<file path="config.mk">
export PLATFORM = sky130hd
export DESIGN_NAME = periodic_timer_table_scan
export DESIGN_NICKNAME = d
export VERILOG_FILES = /design/src/ptts_pkg.sv /design/src/periodic_timer_table_scan.sv
export SDC_FILE = /design/constraint.sdc
export NUM_CORES = 2
export LEC_CHECK = 0
export BUFFER_PORTS_ARGS = -buffer_cell sky130_fd_sc_hd__buf_2
export CAP_MARGIN = 20
export CELL_PAD_IN_SITES_DETAIL_PLACEMENT = 1
export CELL_PAD_IN_SITES_GLOBAL_PLACEMENT = 1
export CORE_UTILIZATION = 59
export DETAILED_ROUTE_END_ITERATION = 10
export PLACE_DENSITY_LB_ADDON = 0.1
export RECOVER_POWER = 100
export SLEW_MARGIN = 10
export SYNTH_ARGS = -nofsm -noshare
export SYNTH_HDL_FRONTEND = slang
export SYNTH_SLANG_ARGS = --single-unit
</file>
<file path="constraint.sdc">
create_clock -name clk -period 27.7 [get_ports clk]
set_clock_uncertainty 0.2 [all_clocks]
set_input_delay 0 -clock clk [delete_from_list [all_inputs] [get_ports clk]]
set_output_delay 0 -clock clk [all_outputs]
set_load 0.01 [all_outputs]
</file>
<file path="src/ptts_pkg.sv">
// Package for the periodic timer table scan: codes, widths and defaults.
package ptts_pkg;

	localparam int NUM_SLOTS_DEF = 16;
	localparam int TIME_BITS_DEF = 32;
	localparam int SLOT_W        = 4;
	localparam int LIMIT_W       = 16;
	localparam int OPC_W         = 2;

	typedef enum logic [OPC_W-1:0] {
		OP_TIME = 2'd0,
		OP_ARM  = 2'd1,
		OP_STOP = 2'd2,
		OP_NONE = 2'd3
	} opcode_t;

	typedef enum logic {
		KIND_FIRE    = 1'b0,
		KIND_SUMMARY = 1'b1
	} kind_t;

	typedef enum logic {
		ST_IDLE,
		ST_SCAN
	} scan_state_t;

endpackage

</file>
<file path="src/periodic_timer_table_scan.sv">
// Timer slot table: arm/stop writes and a sequential scan over a slot memory.
// Arm and stop give no result.
// A time step scans one slot per cycle through the slot memory read port,
// except while a firing slot waits for room in a stalled output register;
// fire results come out during the scan, one per fired slot.
// One item at a time; the next item is accepted once the summary is registered.
// Reset clears the active bits and control state; slot memory is not cleared.
module periodic_timer_table_scan
	import ptts_pkg::*;
#(
	parameter int NUM_SLOTS = NUM_SLOTS_DEF,
	parameter int TIME_BITS = TIME_BITS_DEF
) (
	input  logic                 clk,
	input  logic                 arst_n,
	input  logic                 in_valid,
	output logic                 in_stall,
	input  logic [OPC_W-1:0]     opcode,
	input  logic [TIME_BITS-1:0] now,
	input  logic [SLOT_W-1:0]    slot,
	input  logic [TIME_BITS-1:0] period,
	input  logic [TIME_BITS-1:0] begin_time,
	input  logic [LIMIT_W-1:0]   repeat_limit,
	output logic                 out_valid,
	input  logic                 out_stall,
	output logic                 kind,
	output logic [SLOT_W-1:0]    fired_slot,
	output logic [TIME_BITS-1:0] wait_time,
	output logic                 last
);

	localparam int IDX_W = (NUM_SLOTS > 1) ? $clog2(NUM_SLOTS) : 1;
	localparam int CNT_W = $clog2(NUM_SLOTS + 1);
	localparam int CMP_W = ((IDX_W > SLOT_W) ? IDX_W : SLOT_W) + 1;
	localparam int TB    = TIME_BITS;

	// memory word layout: period | begin | last fire | limit | ticks
	localparam int TICK_LO = 0;
	localparam int LIM_LO  = LIMIT_W;
	localparam int LAST_LO = 2 * LIMIT_W;
	localparam int BEG_LO  = LAST_LO + TB;
	localparam int PER_LO  = BEG_LO + TB;
	localparam int MEM_W   = PER_LO + TB;

	localparam logic [TB-1:0] TIME_ALL_ONES = {TB{1'b1}};

	scan_state_t state_q, state_d;

	logic [NUM_SLOTS-1:0] active_q;
	logic [MEM_W-1:0]     mem [NUM_SLOTS];
	logic [MEM_W-1:0]     rdata_q;
	logic                 mem_we, mem_re;
	logic [IDX_W-1:0]     mem_waddr, mem_raddr;
	logic [MEM_W-1:0]     mem_wdata;

	logic [CNT_W-1:0]     rd_cnt_q;
	logic [TB-1:0]        now_q;
	logic                 s1_valid_q;
	logic [IDX_W-1:0]     s1_idx_q;
	logic                 s2_valid_q;
	logic [TB-1:0]        s2_cand_q;
	logic [TB-1:0]        best_q;

	logic                 out_valid_q;
	logic                 kind_q;
	logic [SLOT_W-1:0]    fired_slot_q;
	logic [TB-1:0]        wait_time_q;
	logic                 last_q;

	logic                 in_acc, in_range, out_free;
	logic                 issue_rd, adv, scan_done;
	logic                 fire_push, sum_push;

	logic [TB-1:0]        r_period, r_begin, r_last;
	logic [LIMIT_W-1:0]   r_limit, r_ticks, ticks_inc;
	logic                 part, fire, auto_stop;
	logic [TB:0]          deadline, cand_wide;
	logic [TB-1:0]        cand;

	assign in_acc   = in_valid && !in_stall;
	assign in_range = CMP_W'(slot) < CMP_W'(NUM_SLOTS);
	assign out_free = !out_valid_q || !out_stall;

	// stage 1 evaluation of the slot just read
	assign r_period  = rdata_q[PER_LO +: TB];
	assign r_begin   = rdata_q[BEG_LO +: TB];
	assign r_last    = rdata_q[LAST_LO +: TB];
	assign r_limit   = rdata_q[LIM_LO +: LIMIT_W];
	assign r_ticks   = rdata_q[TICK_LO +: LIMIT_W];
	assign ticks_inc = r_ticks + LIMIT_W'(1);

	assign part      = active_q[s1_idx_q] && ((r_begin == '0) || (now_q >= r_begin));
	assign deadline  = {1'b0, r_last} + {1'b0, r_period};
	assign fire      = deadline <= {1'b0, now_q};
	assign auto_stop = (r_limit != '0) && (r_limit <= ticks_inc);
	assign cand_wide = fire ? {1'b0, r_period} : (deadline - {1'b0, now_q});
	assign cand      = cand_wide[TB] ? TIME_ALL_ONES : cand_wide[TB-1:0];

	// a firing slot waits for room in the output register
	assign adv       = !(s1_valid_q && part && fire && !out_free);
	assign issue_rd  = rd_cnt_q < CNT_W'(NUM_SLOTS);
	assign scan_done = !issue_rd && !s1_valid_q && !s2_valid_q;

	always_comb begin
		state_d   = state_q;
		in_stall  = 1'b1;
		mem_we    = 1'b0;
		mem_re    = 1'b0;
		mem_waddr = IDX_W'(slot);
		mem_raddr = rd_cnt_q[IDX_W-1:0];
		mem_wdata = {period, begin_time, now, repeat_limit, LIMIT_W'(0)};
		fire_push = 1'b0;
		sum_push  = 1'b0;
		unique case (state_q)
			ST_IDLE: begin
				in_stall = 1'b0;
				if (in_valid && in_range && (opcode == OP_ARM)) begin
					mem_we = 1'b1;
				end
				if (in_valid && (opcode == OP_TIME)) begin
					state_d = ST_SCAN;
				end
			end
			ST_SCAN: begin
				mem_re = adv && issue_rd;
				if (adv && s1_valid_q && part && fire) begin
					fire_push = 1'b1;
					mem_we    = 1'b1;
					mem_waddr = s1_idx_q;
					mem_wdata = {r_period, r_begin, now_q, r_limit,
						(r_limit != '0) ? ticks_inc : r_ticks};
				end
				if (scan_done && out_free) begin
					sum_push = 1'b1;
					state_d  = ST_IDLE;
				end
			end
			default: state_d = ST_IDLE;
		endcase
	end

	always_ff @(posedge clk or negedge arst_n) begin
		if (!arst_n) begin
			state_q <= ST_IDLE;
		end else begin
			state_q <= state_d;
		end
	end

	// slot memory, one write and one registered read port
	always_ff @(posedge clk) begin
		if (mem_we) begin
			mem[mem_waddr] <= mem_wdata;
		end
		if (mem_re) begin
			rdata_q <= mem[mem_raddr];
		end
	end

	always_ff @(posedge clk or negedge arst_n) begin
		if (!arst_n) begin
			active_q <= '0;
		end else if (state_q == ST_IDLE) begin
			if (in_valid && in_range && (opcode == OP_ARM)) begin
				active_q[IDX_W'(slot)] <= 1'b1;
			end else if (in_valid && in_range && (opcode == OP_STOP)) begin
				active_q[IDX_W'(slot)] <= 1'b0;
			end
		end else if (fire_push && auto_stop) begin
			active_q[s1_idx_q] <= 1'b0;
		end
	end

	always_ff @(posedge clk or negedge arst_n) begin
		if (!arst_n) begin
			rd_cnt_q   <= '0;
			s1_valid_q <= 1'b0;
			s2_valid_q <= 1'b0;
		end else if (state_q == ST_IDLE) begin
			rd_cnt_q   <= '0;
			s1_valid_q <= 1'b0;
			s2_valid_q <= 1'b0;
		end else begin
			s2_valid_q <= adv && s1_valid_q && part;
			if (adv) begin
				s1_valid_q <= issue_rd;
				if (issue_rd) begin
					rd_cnt_q <= rd_cnt_q + CNT_W'(1);
				end
			end
		end
	end

	always_ff @(posedge clk) begin
		if (in_acc && (opcode == OP_TIME)) begin
			now_q <= now;
		end
		if (adv) begin
			s1_idx_q  <= rd_cnt_q[IDX_W-1:0];
			s2_cand_q <= cand;
		end
		if (state_q == ST_IDLE) begin
			best_q <= TIME_ALL_ONES;
		end else if (s2_valid_q && (s2_cand_q < best_q)) begin
			best_q <= s2_cand_q;
		end
	end

	// output register
	always_ff @(posedge clk or negedge arst_n) begin
		if (!arst_n) begin
			out_valid_q <= 1'b0;
		end else if (fire_push || sum_push) begin
			out_valid_q <= 1'b1;
		end else if (!out_stall) begin
			out_valid_q <= 1'b0;
		end
	end

	always_ff @(posedge clk) begin
		if (fire_push) begin
			kind_q       <= KIND_FIRE;
			fired_slot_q <= SLOT_W'(s1_idx_q);
			wait_time_q  <= '0;
			last_q       <= 1'b0;
		end else if (sum_push) begin
			kind_q       <= KIND_SUMMARY;
			fired_slot_q <= '0;
			wait_time_q  <= best_q;
			last_q       <= 1'b1;
		end
	end

	assign out_valid  = out_valid_q;
	assign kind       = kind_q;
	assign fired_slot = fired_slot_q;
	assign wait_time  = wait_time_q;
	assign last       = last_q;

`ifndef SYNTH
	// a fire transaction is never pushed over an unconsumed result
	a_fire_room: assert property (@(posedge clk) disable iff (!arst_n)
		fire_push |-> out_free)
		else $error("fire pushed while output blocked");

	// the scan pipeline is empty whenever the block is idle
	a_idle_empty: assert property (@(posedge clk) disable iff (!arst_n)
		(state_q == ST_IDLE) |-> (!s1_valid_q && !s2_valid_q))
		else $error("scan stages busy while idle");

	// the read counter never runs past the table
	a_cnt_bound: assert property (@(posedge clk) disable iff (!arst_n)
		rd_cnt_q <= CNT_W'(NUM_SLOTS))
		else $error("scan counter overrun");

	// a summary always closes the item, a fire never does
	a_last_kind: assert property (@(posedge clk) disable iff (!arst_n)
		out_valid |-> (last == (kind == KIND_SUMMARY)))
		else $error("last flag disagrees with kind");
`endif

endmodule
</file>
==> out/results.txt <==
Status - finished, violations left
Failing checks - capacitance limit, slew limit
Routed WL per cell - 33.92 µm
DP Wirelength - 157.5 mm
First-pass GRT wire length - 410.7 mm
Int Pwr - 8.264 mW
Switching power of the nets - 4.869 mW
Die height - 403.8 µm
Row Count - 147
PwrDens - 122.3 nW/µm²
Finished Layout Cells - 8390
Met3 routed WL - 26.50 mm
Met1 wire length - 109.3 mm
Layout cells sized above 1 - 13.79%
Switch share - 37.07%
Num CTS Buffers - 228
Worst setup EP type - flip-flop
Routed vias/inst - 6.714
CP max-delay cell - clkbuf_1
I/O pins - 162
Seq/Total Area, Yosys - 72.90%
Synth Instances - 5593
Cells after DPL - 7774
Critical Path RT - 28050 ps
Worst path bufs/invs - 4
Flop pwr share - 37.1%
CP max stage delay - 6810 ps
Via count - 56332
Clock Latency Late Sink - 910 ps
Fmax - 57.48 MHz
Initial antenna violation count - 21
Post-synth EDFFs - 2248
Area delta synth->final - 12.72%
Placer Congestion - 0.8881
Die W - 403.8 µm
CTS Sinks - 2338
Pin count of the biggest net entering global routing - 140
Clock buffer depth - 3
Routed Antenna Nets - 0
CTS tree - yes
Clock network fraction of total power - 23.3%
Met2 WL - 138.6 mm
Distinct cell type count after synthesis - 74
Yosys warning count - 0
Post CTS Setup Buffer Count - 0
LEAKAGE - 36.74 nW
Post-route minimum period - 17400 ps
Total negative slack - 0 ps
Largest family of logic cells by synthesized area - multiplexers
Post-synthesis mux area share - 11.77%
Delay-heaviest family, CP - buffers and inverters
Core Region - 160400 µm²
Max_cap viols - 79
Slew Limit Fails - 3607
Initial detailed-routing violation count - 6670
Ys async rst share - 1.069%
Worst Hold Slack - 69.23 ps
Max rail drop VDD - 0.1441 mV
Post-synthesis cell area - 95250 µm²
1st-pass router iterations - 7
Post-synthesis xor/xnor area fraction - 0.8184%
Slew at the pin with the worst max-slew slack - 9943 ps
Post-Syn Nets - 5862
Final hold viol count - 0
Number of remaining DRC errors - 0
Critical path cell sequence - clkbuf_1 -> clkbuf_1 -> clkbuf_1 -> buf_4 -> mux2_2 -> o21ai_0 -> a21oi_1 -> o21ai_0 -> nand2_1
Nets - 6303
Crit-path most repeated cell - clkbuf_1
Total GRT Usage - 35.07%
Final setup fails - 0
Slew headroom - -562.9%
Initial Util - 59.39%
WS Path Type - flip-flop to flip-flop
Post-Route WL - 284.6 mm
Vias in the first global route - 59178
HP Class - primary input to flip-flop
Port Buffers - 161
Unrepaired setup endpoints after global routing - no
Max H-tree Level - 4
Simple-gate share of the synthesized area - 3.129%
Syn Area/Cell - 17.03 µm²
Final Cycle Share - 62.80%
Worst setup SP type - flip-flop
GRT overflow - 0
CTS Root Cell - clkbuf_16
Die ar. - 163000 µm²
CP Data Arrival Time - 17750 ps
CP max FO - 121
Total Power - 13.13 mW
Post-Synth Adder-Cell Area - 1.947%
Clk pin slew, worst setup/hold paths - 70 ps
Top layer in use - met5
Ys flop type - edfxtp_1
Flops & latches, synth - 2338
Comb pwr share - 39.6%
# resized after CTS - 0
Synth Area in Compound Gates - 7.684%
==> stage by stage <==
step	area, µm²	utilization, %	setup WS, ps
after floorplan	95250	-	13270
after detailed placement	99070	61.77	18460
after CTS	108200	67.46	18280
after global routing	107300	66.93	9013
final	107400	66.94	10300
after global placement	98970	61.71	18580
==> sequential cells by signal (all words and copies together) (netlist names), named ones only <==
signal      count
best_q         32
fired_slot      4
wait_time      32
out_valid       1
last            1
rd_cnt_q        5
state_q         1
s1_valid_q      1
rdata_q       128
now_q          32
s1_idx_q        4
s2_valid_q      1
s2_cand_q      32
mem          2048
==> final cells by class <==
type	count	area (µm²)
Fill cell	13793	53020
Multi-Input combinational cell	2839	24200
Inverter	121	454.2
Clock inverter	143	1350
Clock buffer	276	5907
Sequential cell	2338	69440
Timing Repair Buffer	506	3292
Tap cell	2160	2703
Antenna cell	7	17.52
==> worst register-to-register path, delay by kind of cell, from the launching register on <==
| family | cells | cell delay (ps) |
|---|---|---|
| muxes | 1 | 450 |
| DFF | 1 | 1940 |
| and+or+nand+nor | 1 | 280 |
| buffers and inverters | 4 | 13550 |
| AOI/OAI and AO/OA | 3 | 640 |
==> power groups by stage <==
stage / Clock [mW] / Combinational [mW] / Sequential [mW]
after floorplan: 0 / 3.42 / 4.79
after global placement: 0 / 4.75 / 4.88
after detailed placement: 0 / 4.93 / 4.89
after CTS: 3.08 / 5.03 / 4.83
after global routing: 3.19 / 5.51 / 4.89
final: 3.06 / 5.20 / 4.87
==> cell usage after synthesis (5+ instances only) <==
| master | number | area [µm²] |
|---|---|---|
| a221oi_1 | 129 | 1130 |
| xnor2_1 | 57 | 499.2 |
| a211oi_1 | 8 | 60.06 |
| dfrtp_1 | 25 | 625.6 |
| a211o_1 | 5 | 43.79 |
| clkbuf_1 | 189 | 709.4 |
| o21a_1 | 13 | 97.59 |
| o22a_1 | 30 | 262.8 |
| nor2_1 | 88 | 330.3 |
| nor2b_1 | 21 | 131.4 |
| and2_1 | 9 | 56.30 |
| buf_4 | 5 | 37.54 |
| a31o_2 | 5 | 43.79 |
| nand2b_1 | 14 | 87.58 |
| mux4_2 | 263 | 5923 |
| buf_6 | 8 | 90.09 |
| o32a_1 | 31 | 310.3 |
| mux2_2 | 126 | 1419 |
| buf_1 | 67 | 251.5 |
| nor3_1 | 15 | 75.07 |
| xor2_1 | 32 | 280.3 |
| nand4_1 | 29 | 181.4 |
| o21ai_0 | 386 | 1932 |
| mux2i_1 | 385 | 3854 |
| o21bai_1 | 9 | 67.56 |
| buf_2 | 26 | 130.1 |
| a21oi_1 | 249 | 1246 |
| edfxtp_1 | 2248 | 67500 |
| a21o_1 | 59 | 442.9 |
| nand3_1 | 25 | 125.1 |
| dfxtp_1 | 65 | 1301 |
| o211ai_1 | 37 | 277.8 |
| a22oi_1 | 127 | 953.4 |
| a31oi_1 | 15 | 93.84 |
| nand2_1 | 434 | 1629 |
| nor4_1 | 21 | 131.4 |
| inv_1 | 121 | 454.2 |
| and3_1 | 13 | 81.33 |
| ha_1 | 145 | 1814 |
==> per-layer routing <==
metal | vias to the layer above | global-route usage, %
met1 | 29478 | 48.11
met5 | - | 0
met3 | 576 | 6.430
met4 | 26 | 11.96
li1 | 23229 | -
met2 | 3023 | 57.05
==> kinds of logic after synthesis <==
group / after synthesis
adder cells (fa/ha/maj): 147
AO/OA/AOI/OAI: 1142
flip-flops: 2338
multiplexers: 775
buffers and inverters: 416
XOR/XNOR: 89
AND/OR/NAND/NOR: 686
==> cells in the final DEF, fill, tap and decap left out, types with 65 or more instances in the layout <==
cell	instances
a21oi_1	248
a221oi_1	129
a22oi_1	127
buf_2	89
clkbuf_1	256
clkbuf_16	228
dfxtp_1	65
dlygate4sd3_1	185
edfxtp_1	2248
ha_1	145
inv_1	121
mux2_2	124
mux2i_1	386
mux4_2	263
nand2_1	434
nor2_1	87
o21ai_0	384
==> worst paths after layout <==
kind,endpoint,from,cells past startpoint,slack [ps]
worst max-delay path,rdata_q[34],rd_cnt_q[0],9,10300
worst min-delay path,flip-flop,opcode[1],6,70
worst max register to register,rdata_q[34],rd_cnt_q[0],9,10300
worst min register to register,wait_time[10],wait_time[10],2,260
max in group asynchronous,rd_cnt_q[3],arst_n,5,25090
min in group asynchronous,asynchronous set/reset pin,arst_n,5,1110
==> what timing repair did <==
item                       4_1_cts  5_1_grt
hold buffers                   186        0
setup endpoints to repair        0        0
hold endpoints to repair      2056        0
Note: power is estimated with default switching activity, not from simulation.
